==> src/rtl/core/mmdh_pkg.sv <==
package mmdh_pkg;

    // store geometry
    localparam int CAPACITY = 256;
    localparam int HALF     = CAPACITY / 2;
    localparam int ADDR_W   = $clog2(CAPACITY);
    localparam int HALF_W   = $clog2(HALF);
    localparam int CNT_W    = $clog2(CAPACITY + 1);

    // field widths
    localparam int TIME_W = 31;
    localparam int TEMP_W = 16;
    localparam int PWR_W  = 7;
    localparam int REV_W  = 32;

    // operation codes
    localparam logic [1:0] FUNC_RECORD = 2'd0;
    localparam logic [1:0] FUNC_CLEAR  = 2'd1;
    localparam logic [1:0] FUNC_READ   = 2'd2;

    // limits
    localparam logic [PWR_W-1:0]         POWER_MAX    = PWR_W'(100);
    localparam logic signed [TEMP_W-1:0] TEMP_NEG_RAW = 16'sh8000;
    localparam logic signed [TEMP_W-1:0] TEMP_FLOOR   = -16'sd32767;
    localparam logic [TIME_W-1:0]        RES_LIMIT    = 31'h4000_0000;
    localparam logic [TIME_W-1:0]        RES_HALF     = 31'h2000_0000;
    localparam logic [TIME_W-1:0]        RES_INIT     = 31'd1;
    localparam logic [REV_W-1:0]         REV_INIT     = 32'd1;

    typedef struct packed {
        logic [TIME_W-1:0]        start_time;
        logic signed [TEMP_W-1:0] temp_high;
        logic signed [TEMP_W-1:0] temp_low;
        logic [PWR_W-1:0]         power_high;
        logic [PWR_W-1:0]         power_low;
    } entry_t;

    typedef struct packed {
        logic              wr_en;
        logic [ADDR_W-1:0] wr_addr;
        entry_t            wr_data;
        logic [ADDR_W-1:0] rd_addr_a;
        logic [ADDR_W-1:0] rd_addr_b;
    } mem_req_t;

    typedef struct packed {
        logic              read_valid;
        entry_t            entry;
        logic [CNT_W-1:0]  count;
        logic [TIME_W-1:0] resolution;
        logic [REV_W-1:0]  revision;
    } result_t;

endpackage

==> src/rtl/core/mmdh_ctrl.sv <==
module mmdh_ctrl (
    input  logic                              clk,
    input  logic                              rst_n,
    input  logic                              in_valid,
    output logic                              in_ready,
    input  logic [1:0]                        func,
    input  logic [mmdh_pkg::TIME_W-1:0]        sample_time,
    input  logic signed [mmdh_pkg::TEMP_W-1:0] temperature,
    input  logic [mmdh_pkg::PWR_W-1:0]         power_percent,
    input  logic [7:0]                        read_index,
    input  logic                              out_free,
    output logic                              rsp_valid,
    output mmdh_pkg::result_t                  result,
    output mmdh_pkg::mem_req_t                 mem_req,
    input  mmdh_pkg::entry_t                   rd_data_a,
    input  mmdh_pkg::entry_t                   rd_data_b
);
    import mmdh_pkg::*;

    typedef enum logic [4:0] {
        ST_IDLE   = 5'b00001,
        ST_LOOKUP = 5'b00010,
        ST_MERGE  = 5'b00100,
        ST_OPEN   = 5'b01000,
        ST_RESP   = 5'b10000
    } state_t;

    state_t              state_reg, state_next;
    logic [CNT_W-1:0]    count_reg, count_next;
    logic [TIME_W-1:0]   res_reg, res_next;
    logic [REV_W-1:0]    rev_reg, rev_next;
    logic                hit_reg, hit_next;
    logic                wr_pend_reg, wr_pend_next;
    logic [HALF_W-1:0]   iss_reg, iss_next;
    logic [HALF_W-1:0]   wr_addr_reg, wr_addr_next;

    logic [1:0]               func_reg;
    logic [TIME_W-1:0]        time_reg;
    logic signed [TEMP_W-1:0] temp_reg;
    logic [PWR_W-1:0]         pwr_reg;
    entry_t                   entry_reg, entry_next;

    logic signed [TEMP_W-1:0] temp_sat;
    logic [PWR_W-1:0]         pwr_sat;
    logic signed [TIME_W:0]   time_diff;
    logic                     near;
    entry_t                   widened;
    entry_t                   merged;
    entry_t                   fresh;
    logic [CNT_W-1:0]         last_idx;

    // input saturation
    assign temp_sat = (temperature == TEMP_NEG_RAW) ? TEMP_FLOOR : temperature;
    assign pwr_sat  = (power_percent > POWER_MAX) ? POWER_MAX : power_percent;

    assign last_idx  = count_reg - CNT_W'(1);
    assign time_diff = $signed({1'b0, time_reg}) - $signed({1'b0, rd_data_a.start_time});
    assign near      = time_diff < $signed({1'b0, res_reg});

    always_comb
    begin
        widened = rd_data_a;
        if (temp_reg > rd_data_a.temp_high) widened.temp_high = temp_reg;
        if (temp_reg < rd_data_a.temp_low)  widened.temp_low  = temp_reg;
        if (pwr_reg > rd_data_a.power_high) widened.power_high = pwr_reg;
        if (pwr_reg < rd_data_a.power_low)  widened.power_low  = pwr_reg;
    end

    // pair merge: even entry keeps its start time
    always_comb
    begin
        merged = rd_data_a;
        if (rd_data_b.temp_high > rd_data_a.temp_high)   merged.temp_high  = rd_data_b.temp_high;
        if (rd_data_b.temp_low < rd_data_a.temp_low)     merged.temp_low   = rd_data_b.temp_low;
        if (rd_data_b.power_high > rd_data_a.power_high) merged.power_high = rd_data_b.power_high;
        if (rd_data_b.power_low < rd_data_a.power_low)   merged.power_low  = rd_data_b.power_low;
    end

    always_comb
    begin
        fresh.start_time = time_reg;
        fresh.temp_high  = temp_reg;
        fresh.temp_low   = temp_reg;
        fresh.power_high = pwr_reg;
        fresh.power_low  = pwr_reg;
    end

    always_comb
    begin
        state_next   = state_reg;
        count_next   = count_reg;
        res_next     = res_reg;
        rev_next     = rev_reg;
        hit_next     = hit_reg;
        wr_pend_next = wr_pend_reg;
        iss_next     = iss_reg;
        wr_addr_next = wr_addr_reg;
        entry_next   = entry_reg;

        mem_req.wr_en     = 1'b0;
        mem_req.wr_addr   = ADDR_W'(last_idx);
        mem_req.wr_data   = fresh;
        mem_req.rd_addr_a = (func == FUNC_READ) ? ADDR_W'(read_index) : ADDR_W'(last_idx);
        mem_req.rd_addr_b = ADDR_W'(last_idx);

        case (state_reg)
            ST_IDLE:
            begin
                if (in_valid)
                begin
                    hit_next = 1'b0;
                    case (func)
                        FUNC_RECORD:
                        begin
                            state_next = (count_reg == '0) ? ST_OPEN : ST_LOOKUP;
                        end
                        FUNC_CLEAR:
                        begin
                            count_next = '0;
                            res_next   = RES_INIT;
                            rev_next   = rev_reg + REV_W'(1);
                            state_next = ST_RESP;
                        end
                        FUNC_READ:
                        begin
                            hit_next   = CNT_W'(read_index) < count_reg;
                            state_next = (CNT_W'(read_index) < count_reg) ? ST_LOOKUP : ST_RESP;
                        end
                        default:
                        begin
                            state_next = ST_RESP;
                        end
                    endcase
                end
            end
            ST_LOOKUP:
            begin
                if (func_reg == FUNC_READ)
                begin
                    entry_next = rd_data_a;
                    state_next = ST_RESP;
                end
                else if (near)
                begin
                    mem_req.wr_en   = 1'b1;
                    mem_req.wr_addr = ADDR_W'(last_idx);
                    mem_req.wr_data = widened;
                    state_next      = ST_RESP;
                end
                else if (count_reg == CNT_W'(CAPACITY))
                begin
                    iss_next     = '0;
                    wr_pend_next = 1'b0;
                    state_next   = ST_MERGE;
                end
                else
                begin
                    state_next = ST_OPEN;
                end
            end
            ST_MERGE:
            begin
                // read pair k while writing merged pair k-1; write index trails reads
                mem_req.rd_addr_a = ADDR_W'({iss_reg, 1'b0});
                mem_req.rd_addr_b = ADDR_W'({iss_reg, 1'b1});
                iss_next          = iss_reg + HALF_W'(1);
                wr_pend_next      = 1'b1;
                wr_addr_next      = iss_reg;
                if (wr_pend_reg)
                begin
                    mem_req.wr_en   = 1'b1;
                    mem_req.wr_addr = ADDR_W'(wr_addr_reg);
                    mem_req.wr_data = merged;
                    if (wr_addr_reg == HALF_W'(HALF - 1))
                    begin
                        wr_pend_next = 1'b0;
                        count_next   = CNT_W'(HALF);
                        res_next     = (res_reg >= RES_HALF) ? RES_LIMIT : {res_reg[TIME_W-2:0], 1'b0};
                        rev_next     = rev_reg + REV_W'(1);
                        state_next   = ST_OPEN;
                    end
                end
            end
            ST_OPEN:
            begin
                mem_req.wr_en   = 1'b1;
                mem_req.wr_addr = ADDR_W'(count_reg);
                mem_req.wr_data = fresh;
                count_next      = count_reg + CNT_W'(1);
                state_next      = ST_RESP;
            end
            ST_RESP:
            begin
                if (out_free)
                begin
                    state_next = ST_IDLE;
                end
            end
            default:
            begin
                state_next = ST_IDLE;
            end
        endcase
    end

    always_ff @(posedge clk or negedge rst_n)
    begin
        if (!rst_n)
        begin
            state_reg   <= ST_IDLE;
            count_reg   <= '0;
            res_reg     <= RES_INIT;
            rev_reg     <= REV_INIT;
            hit_reg     <= 1'b0;
            wr_pend_reg <= 1'b0;
            iss_reg     <= '0;
            wr_addr_reg <= '0;
        end
        else
        begin
            state_reg   <= state_next;
            count_reg   <= count_next;
            res_reg     <= res_next;
            rev_reg     <= rev_next;
            hit_reg     <= hit_next;
            wr_pend_reg <= wr_pend_next;
            iss_reg     <= iss_next;
            wr_addr_reg <= wr_addr_next;
        end
    end

    always_ff @(posedge clk)
    begin
        if (state_reg == ST_IDLE && in_valid)
        begin
            func_reg <= func;
            time_reg <= sample_time;
            temp_reg <= temp_sat;
            pwr_reg  <= pwr_sat;
        end
        entry_reg <= entry_next;
    end

    assign in_ready  = (state_reg == ST_IDLE);
    assign rsp_valid = (state_reg == ST_RESP);

    always_comb
    begin
        result.read_valid = hit_reg;
        result.entry      = hit_reg ? entry_reg : '0;
        result.count      = count_reg;
        result.resolution = res_reg;
        result.revision   = rev_reg;
    end

endmodule

==> config.mk <==
export PLATFORM = sky130hd
export DESIGN_NAME = mmdh_ctrl
export DESIGN_NICKNAME = d
export VERILOG_FILES = /design/src/rtl/core/mmdh_pkg.sv /design/src/rtl/core/mmdh_ctrl.sv
export SDC_FILE = /design/constraint.sdc
export NUM_CORES = 1
export LEC_CHECK = 0
export ABC_CLOCK_PERIOD_IN_PS = 10450
export BUFFER_PORTS_ARGS = -buffer_cell sky130_fd_sc_hd__buf_2
export CORE_AREA = 2 2 196 217
export CTS_BUF_LIST = sky130_fd_sc_hd__clkbuf_4 sky130_fd_sc_hd__clkbuf_8 sky130_fd_sc_hd__clkbuf_16
export DETAILED_ROUTE_END_ITERATION = 10
export DIE_AREA = 0 0 198 219
export GPL_ROUTABILITY_DRIVEN = 0
export PLACE_DENSITY_LB_ADDON = 0.05
export SETUP_SLACK_MARGIN = 0.15
export SYNTH_ARGS = -nofsm -noshare
export SYNTH_HDL_FRONTEND = slang
export SYNTH_SLANG_ARGS = --single-unit
==> constraint.sdc <==
create_clock -name clk -period 10.45 [get_ports clk]
set_clock_uncertainty 0.05 [all_clocks]
set_input_delay 1.5675 -clock clk [delete_from_list [all_inputs] [get_ports clk]]
set_output_delay 1.5675 -clock clk [all_outputs]
set_load 0.02 [all_outputs]
==> flow_summary.toml, run 1 <==
[logic_synthesis]
avgSynthCellArea_um2 = 9.86
async_flop_share_pct = 41.2
netlist_instances = 1531
synthFlopType = "edfxtp_1"
synth_top_family_by_area = "compound AO/OA/AOI/OAI gates"
syn_area_mm2 = 0.0151
synth-edff-count = 133
synth_compound_area_share_pct = 16.2
yosys_warnings = 0
syn_nets = 1914
yosysUniqueCellTypes = 82
synth-simple-area-share_pct = 15.7
ys_ff_latch = 226
synthMuxAreaShare_pct = 3.33
ys_seq_area_share_pct = 41.9
synth_xor_area_share_pct = 4.24
synth-adder-area-share_pct = 13.4

[pwr]
p_sw_share_pct = 39.8
ir_worst_vdd_mv = 0.157
finalPower_mw = 3.61
p_int_mw = 2.18
power.leakage_nw = 8.90
seqPwrFrac_pct = 31.2
power.switching_mw = 1.44
power.share.clock_pct = 26.5
power.density_mw_per_mm2 = 193
p_comb_share_pct = 42.3

[clock_network]
cts-resized-gates = 0
clock_latency_ns = 0.57
postCtsHoldBufs = 0
cts_made_buffers = 28
htreeDepth = 1
cts_tree = "built"
cts.sinks = 226
cts_setup_buffers = 0
clockRootBuffer = "clkbuf_16"
clk_pin_slew_ns = 0.06
cts_buffer_depth = 3

[sta]
finalHoldViolations = 0
finalSetupTns_ns = 0
period_share_pct = 88.1
setup_violations = 0
tightest_slew_ns = 1.13
drv_slew = 0
final.min_clock_period_ns = 9.21
max_slew_margin_pct = 24.2
rsz0062_at_grt = "false"
fmax_mhz = 109

[layout]
largest_reg_flops = 77
syn2layout_area_growth_pct = 24.2
final_nets = 2334
fin_util_pct = 45.6
final_common_cell = "buf_2"
final_cells = 2535
drive_gt1_share_pct = 28.7
final_cell_mix = "443 x buf_2, 160 x ha_1, 134 x inv_1, 133 x edfxtp_1, 118 x nand2_1"

[setup_path]
crit_family = "compound AO/OA/AOI/OAI gates"
crit_fanout = 17
start_kind = "primary input"
slowest_stage = "nor4_1"
crit_arrival_ns = 7.59
worstSetupPathType = "primary input to output port"
cpPeakStageDelay_ns = 0.53
cp_cell_sequence = "buf_2, ha_1, inv_1, fa_1, a211oi_1, o21a_1, o211ai_1, a41o_1, a21o_1, a21o_1, nand4_1, or3b_1, xor2_1, ha_1, nand4_1, nor4_1, o211ai_1, o211ai_1, a31o_1, buf_4, a21o_4, a21bo_4, a221o_1, buf_2"
reg2reg_slack_ns = 4.55
end_kind = "output port"
r2r-start = "time_reg[0]"
required_ns = 8.83
crit_path_frequent_cell = "o211ai_1"
crit_start = "rd_data_a[46]"
cp_num_buf_inv = 4

[global_route]
track_usage_pct = 22.3
grt_max_degree = 63
grt_pass1_wl_um = 74300
gr-total-overflow = 0
grt_pass1_vias = 12900
antenna_found_initial = 3

[floorplan]
die-area_mm2 = 0.0434
rows = 78
io_pins = 476
coreArea_mm2 = 0.0411
fp.dieH_um = 219
start_util_pct = 36.7
die_width_um = 198

[route]
drt_pass1_iterations = 5
wl_per_cell_um = 19.5
postRouteAntennaNets = 0
first_iter_violations = 598
vias = 13000
drc_errors = 0
wl_um = 49300
vias_per_cell = 5.12

[worst_hold_path]
min_from = "rev_reg[15]"
hold_class = "flip-flop to flip-flop"

[outcome]
status = "finished, final reports clean"

[flow_run]
maxCapViolations = 0

[placement]
hpwl_um = 38900
port_buffers = 444
dp_cells = 2481
==> worst paths after layout <==
| path | to | depth (start not counted) |
|---|---|---|
| min in group asynchronous | iss_reg[6] | 1 |
| max in group asynchronous | rev_reg[31] | 2 |
| worst max register to register | iss_reg[1] | 21 |
| worst min-delay path | rev_reg[15] | 1 |
| worst max-delay path | mem_req[57] | 24 |
| worst min register to register | rev_reg[15] | 1 |
==> layout make-up <==
class	count	area (um2)
inverters	135	507
diodes	2	5.00
fillers	4096	22300
well taps	560	701
multi-input cells	1104	8000
repair buffers	456	2310
clock inverters	17	113
clock buffers	35	783
flip-flops and latches	226	6330
==> cells in the mapped netlist (all sizes together) (8+ instances only) <==
cell type	count	area, um2
buf	13	77.6
mux2	31	349
o21a	20	150
a221o	33	330
nand4	37	238
nand3	30	155
nand2b	14	87.6
clkbuf	53	210
xnor2	50	438
and3	26	171
a211oi	10	75.1
nor4	10	62.6
a21o	40	308
o211ai	8	65.1
dfrtp	90	2250
nor2b	12	75.1
mux2i	15	154
nand2	119	447
o21ai	111	559
a22oi	20	150
xor2	23	201
o22ai	8	50.1
nor3	18	100
edfxtp	133	3990
nor2	88	340
a21oi	71	359
and2	90	566
inv	135	507
ha	160	2000
==> metal layers <==
layer	routed length [um]	share of wire, %	track usage (%)	vias up
li1	-	-	-	6385
met1	20600	42	27.4	6149
met2	24100	49	39.4	385
met3	3470	7.0	4.76	61
met4	1090	2.2	5.91	4
met5	27	0.055	0	-
==> per-stage QoR <==
step	worst slack, ns	hold WS, ns	area (um2)
final	1.24	0.433	18800
after global routing	0.752	0.456	18700
after CTS	1.03	0.435	18700
after detailed placement	1.06	0.428	17800
after global placement	1.12	0.414	17800
after floorplan	2.60	0.419	15100
==> worst reg2reg max path: stages (launching register included) <==
cell and delay [ns]:
edfxtp_1 0.37, inv_1 0.08, ha_1 0.16, inv_1 0.05
fa_1 0.42, a211oi_1 0.40, o21a_1 0.22, o211ai_1 0.17
a41o_1 0.32, a21o_1 0.18, a21o_1 0.23, nand4_1 0.14
or3b_1 0.37, xor2_1 0.16, ha_1 0.30, nand4_1 0.11
nor4_1 0.53, o211ai_1 0.22, o211ai_1 0.29, and3_2 0.33
and4_1 0.48, o21ai_0 0.17
==> kinds of logic (layout without fill, tap and decap cells) <==
kind of cell               count (synthesis)  after routing
adders and majority gates                161            161
muxes                                     46             46
other                                      0              2
and+or+nand+nor                          459            459
DFF                                      226            226
buffers and inverters                    201            643
xor gates and xnor gates                  73             73
AOI/OAI and AO/OA                        365            365
==> power by group through the flow <==
stage | logic, mW | registers [mW] | clock network [mW]
after floorplan | 1.03 | 1.12 | 0
after global placement | 1.53 | 1.14 | 0
after detailed placement | 1.54 | 1.15 | 0
after CTS | 1.55 | 1.13 | 0.989
after global routing | 1.69 | 1.14 | 1.02
final | 1.53 | 1.13 | 0.956
No activity file was read; power rests on OpenSTA's default activity.
==> inputs of run 2 (changes only) <==
ABC_AREA = 1   (was not set)
CORE_AREA = 2 2 218 241   (was 2 2 196 217)
DIE_AREA = 0 0 220 243   (was 0 0 198 219)
==> flow_summary.toml, run 2 <==
[sta]
drv_slew = 0
tightest_slew_ns = 1.12
final.min_clock_period_ns = 8.16
fmax_mhz = 123
rsz0062_at_grt = "false"
setup_violations = 0
max_slew_margin_pct = 25.2
finalHoldViolations = 0
postLayoutSetupSlackWorst_ns = 2.29
finalSetupTns_ns = 0
period_share_pct = 78.1

[clock_network]
cts-resized-gates = 0
clock_latency_ns = 0.58
cts_made_buffers = 28
clockRootBuffer = "clkbuf_16"
cts_buffer_depth = 3
clk_pin_slew_ns = 0.06
postCtsHoldBufs = 0
cts_setup_buffers = 0
cts.sinks = 226
cts_tree = "built"
htreeDepth = 1

[global_route]
grt_pass1_wl_um = 103000
grt_pass1_vias = 18400
antenna_found_initial = 7
gr-total-overflow = 0
grt_max_degree = 80
track_usage_pct = 24.6

[logic_synthesis]
yosys_warnings = 0
synth-edff-count = 133
synthFlopType = "edfxtp_1"
synth_top_area_share_pct = 21.4
ys_seq_area_share_pct = 33.9
netlist_instances = 2666
yosysUniqueCellTypes = 51
ys_ff_latch = 226
async_flop_share_pct = 41.2
synthTopCellsByCount = "771 x nand2_1, 383 x inv_1, 303 x nand3_1"
syn_area_mm2 = 0.0187
syn_nets = 3049
synth_area_leader_cell = "edfxtp_1"
avgSynthCellArea_um2 = 7.00
synth_area_leaders = "edfxtp_1 21%, nand2_1 16%, dfrtp_1 12%"
yosysMostFrequentCell = "nand2_1"

[outcome]
status = "finished, final reports clean"

[floorplan]
start_util_pct = 36.6
die_width_um = 220
rows = 87
io_pins = 476
fp.dieH_um = 243
coreArea_mm2 = 0.0509
die-area_mm2 = 0.0535

[setup_path]
worstSetupPathType = "primary input to output port"
crit_fanout = 41
slowest_stage = "nand2_2"
crit_path_frequent_cell = "nand2_1"
cp_num_buf_inv = 4
required_ns = 8.83
crit_arrival_ns = 6.54
cpPeakStageDelay_ns = 0.77
start_kind = "primary input"
end_kind = "output port"
crit_family = "simple AND/OR/NAND/NOR gates"

[route]
drc_errors = 0
postRouteAntennaNets = 0
wl_um = 67900
vias_per_cell = 5.15
drt_pass1_iterations = 5
first_iter_violations = 1139
wl_per_cell_um = 18.2
vias = 19200

[layout]
final_common_cell = "nand2_1"
drive_gt1_share_pct = 17.7
final_cell_mix = "771 x nand2_1, 443 x buf_2, 383 x inv_1, 303 x nand3_1, 164 x a21oi_1"
syn2layout_area_growth_pct = 19.9
final_cell_area_mm2 = 0.0224
largest_reg_flops = 77
final_nets = 3423

[placement]
hpwl_um = 52200
place_ws_ns = 2.31
port_buffers = 444
dpl_cell_area_mm2 = 0.0214

[flow_run]
maxCapViolations = 0

[pwr]
power.leakage_nw = 11.9
finalPower_mw = 4.52
ir_worst_vdd_mv = 0.128
power.density_mw_per_mm2 = 202

[worst_hold_path]
hold_class = "flip-flop to flip-flop"
-- run 2: cell families after synthesis --
logic type,synth area share [%]
compound gates,11.8
flops,33.9
fa+ha+maj,10.8
buf+inv,10.6
simple gates,29.7
xor+xnor,3.19
-- run 2: final cells by class --
type	instances	area (um2)
diodes	5	12.5
clock buffers	33	803
clock inverters	19	159
fillers	5340	28600
inverters	393	1480
multi-input cells	1929	10400
flip-flops and latches	226	6330
well taps	667	835
repair buffers	462	2360
-- run 2: where the power goes --
group	switching, mW	internal [mW]
sequential	0.172	1.07
combinational	1.54	0.721
clock	0.422	0.598
total	2.13	2.39
-- run 2: worst paths after layout --
kind	startpoint	end	slack, ns	depth (start not counted)
min	wr_addr_reg[5]	wr_addr_reg[5]	0.47	2
max	rd_data_a[46]	mem_req[26]	2.29	28
max in group asynchronous	rst_n	hit_reg	8.28	2
min in group asynchronous	rst_n	rev_reg[6]	0.92	1
max reg2reg	time_reg[0]	state_reg[4]	5.78	26
min reg2reg	wr_addr_reg[5]	wr_addr_reg[5]	0.47	2
-- run 2: tightest hold or removal path, stage by stage (launching register included) --
cell	delay (ns)
dfrtp_1	0.38
nand2_1	0.06
nand2_1	0.05
-- run 2: per-layer routing --
| layer | up-vias | global-route usage, % | share of wire (%) | wire length (um) |
|---|---|---|---|---|
| met5 | - | 0 | 0.035 | 24 |
| met4 | 4 | 6.61 | 2.6 | 1770 |
| met3 | 87 | 3.21 | 6.0 | 4040 |
| met2 | 552 | 42.1 | 48 | 32600 |
| met1 | 8999 | 32.4 | 43 | 29500 |
| li1 | 9575 | - | - | - |
-- run 2: through the flow --
| step | cells | hold WS [ns] | util, % |
|---|---|---|---|
| finish | 3734 | 0.471 | 43.9 |
| global route | 3733 | 0.485 | 43.9 |
| CTS | 3729 | 0.470 | 43.9 |
| detailed placement | 3677 | 0.452 | 42.0 |
| global placement | 3677 | 0.446 | 42.0 |
| floorplan | 2666 | 0.414 | - |
==> inputs of run 3 (changes only) <==
ABC_AREA = 0   (was 1)
ABC_CLOCK_PERIOD_IN_PS = 8160   (was 10450)
CORE_AREA = 2 2 196 217   (was 2 2 218 241)
DIE_AREA = 0 0 198 219   (was 0 0 220 243)
clock period = 8.16 ns   (was 10.45 ns; I/O delays follow)
==> flow_summary.toml, run 3 (same netlist as run 1, synthesis figures left out) <==
[outcome]
status = "finished, final reports clean"

[worst_hold_path]
whs_path_depth = 1
min_from = "rev_reg[31]"
hold_class = "flip-flop to flip-flop"

[clock_network]
cts_buffer_depth = 3
cts.sinks = 226
clock_latency_ns = 0.57
clk_pin_slew_ns = 0.06
htreeDepth = 1
cts_made_buffers = 29
cts_tree = "built"
clockRootBuffer = "clkbuf_16"

[global_route]
gr-total-overflow = 0
track_usage_pct = 22.0
grt_max_degree = 68
antenna_found_initial = 5
grt_pass1_wl_um = 74100
grt_pass1_vias = 13000

[floorplan]
rows = 78
fp.dieH_um = 219
io_pins = 476
coreArea_mm2 = 0.0411
die_width_um = 198
die-area_mm2 = 0.0434
start_util_pct = 36.7

[sta]
finalSetupTns_ns = 0
max_slew_margin_pct = 25.0
drv_slew = 0
setup_violations = 0
tightest_slew_ns = 1.12
period_share_pct = 95.1
finalHoldViolations = 0
rsz0062_at_grt = "false"
final.min_clock_period_ns = 7.76
postLayoutSetupSlackWorst_ns = 0.401
fmax_mhz = 129

[flow_run]
maxCapViolations = 0

[setup_path]
worstRegToRegCells = 22
crit_arrival_ns = 6.49
start_kind = "primary input"
r2r-start = "time_reg[0]"
crit_fanout = 16
cp-endpoint = "mem_req[50]"
r2r_end = "iss_reg[1]"
reg2reg_slack_ns = 2.75
worstSetupPathType = "primary input to output port"
required_ns = 6.89
end_kind = "output port"
crit_start = "rd_data_a[46]"

[layout]
drive_gt1_share_pct = 29.4
final_cell_mix = "440 x buf_2, 158 x ha_1, 134 x inv_1, 133 x edfxtp_1, 118 x nand2_1"
syn2layout_area_growth_pct = 26.0
final_nets = 2348
largest_reg_flops = 77
fill_cells = 4084
final_common_cell = "buf_2"

[route]
wl_um = 49100
postRouteAntennaNets = 0
drc_errors = 0
wl_per_cell_um = 19.3
vias = 13000
drt_pass1_iterations = 5
first_iter_violations = 683
vias_per_cell = 5.12

[placement]
place_ws_ns = -0.0433
hpwl_um = 39100
port_buffers = 444

[pwr]
power.leakage_nw = 9.02
power.density_mw_per_mm2 = 249
ir_worst_vdd_mv = 0.169
-- run 3: changes by cell type in the layout (fill, tap and decap cells not counted), sizes merged, moves of 37 or more --
cell	change
nand2	-655
nand3	-274
inv	-257
a21oi	-93
and2	+89
a21o	+37
-- run 3: final cells by class --
class                      count  area, um2  area share, %
antenna                        2       5.00         0.0263
clock buffer                  36        778           4.09
clock inverter                18        189          0.993
inverter                     135        507           2.66
multi-input combinational   1104       8060           42.3
sequential                   226       6330           33.3
tap                          560        701           3.68
timing repair buffer         469       2460           12.9
-- run 3: layer usage --
layer / wire length, um / global-route usage, % / vias up
met4: 1130 / 5.86 / 6
met3: 3320 / 4.72 / 67
li1: - / - / 6403
met1: 20200 / 26.7 / 6166
met2: 24400 / 39.5 / 406
met5: 38 / 0 / -
-- run 3: how the worst min path moves through the flow --
stage,to,slack (ns)
floorplan,wr_addr_reg[3],0.42
global placement,rev_reg[31],0.42
detailed placement,rev_reg[31],0.42
CTS,rev_reg[31],0.43
global route,rev_reg[26],0.45
finish,rev_reg[31],0.43
-- run 3: critical path, stage by stage --
cell and delay, ns:
buf_4 0.11, ha_4 0.14, inv_1 0.05, fa_2 0.42, a211oi_4 0.29, o21a_1 0.17, o211ai_1 0.16, a41o_1 0.33
a21o_1 0.18, a21o_1 0.20, nand4_1 0.13, or3b_1 0.37, xor2_1 0.16, ha_2 0.17, a21o_1 0.15, a21o_1 0.18
a2111oi_4 0.33, o21a_1 0.18, o211ai_1 0.12, a31o_1 0.28, buf_12 0.15, a21o_4 0.19, buf_8 0.14, and3_2 0.21
a221o_1 0.26, buf_2 0.16
-- run 3: per-stage QoR --
step	cells	utilization, %	hold WS [ns]	cell area (um2)	power, mW
floorplan	1531	-	0.419	15100	2.76
global placement	2487	43.6	0.417	17900	3.42
detailed placement	2487	43.6	0.425	17900	3.44
CTS	2542	46.0	0.432	18900	4.78
global route	2548	46.3	0.452	19000	5.05
finish	2550	46.3	0.431	19000	4.73
-- run 3: what timing repair did --
action,CTS,global route
gates resized for setup,1,15
pin swaps,1,12
setup buffers,1,6
setup endpoints to repair,38,74
hold buffers,0,0
-- run 3: power breakdown --
group	switching [mW]	internal [mW]	leakage, nW
clock	0.504	0.799	0.477
sequential	0.102	1.34	2.45
combinational	1.23	0.764	6.09
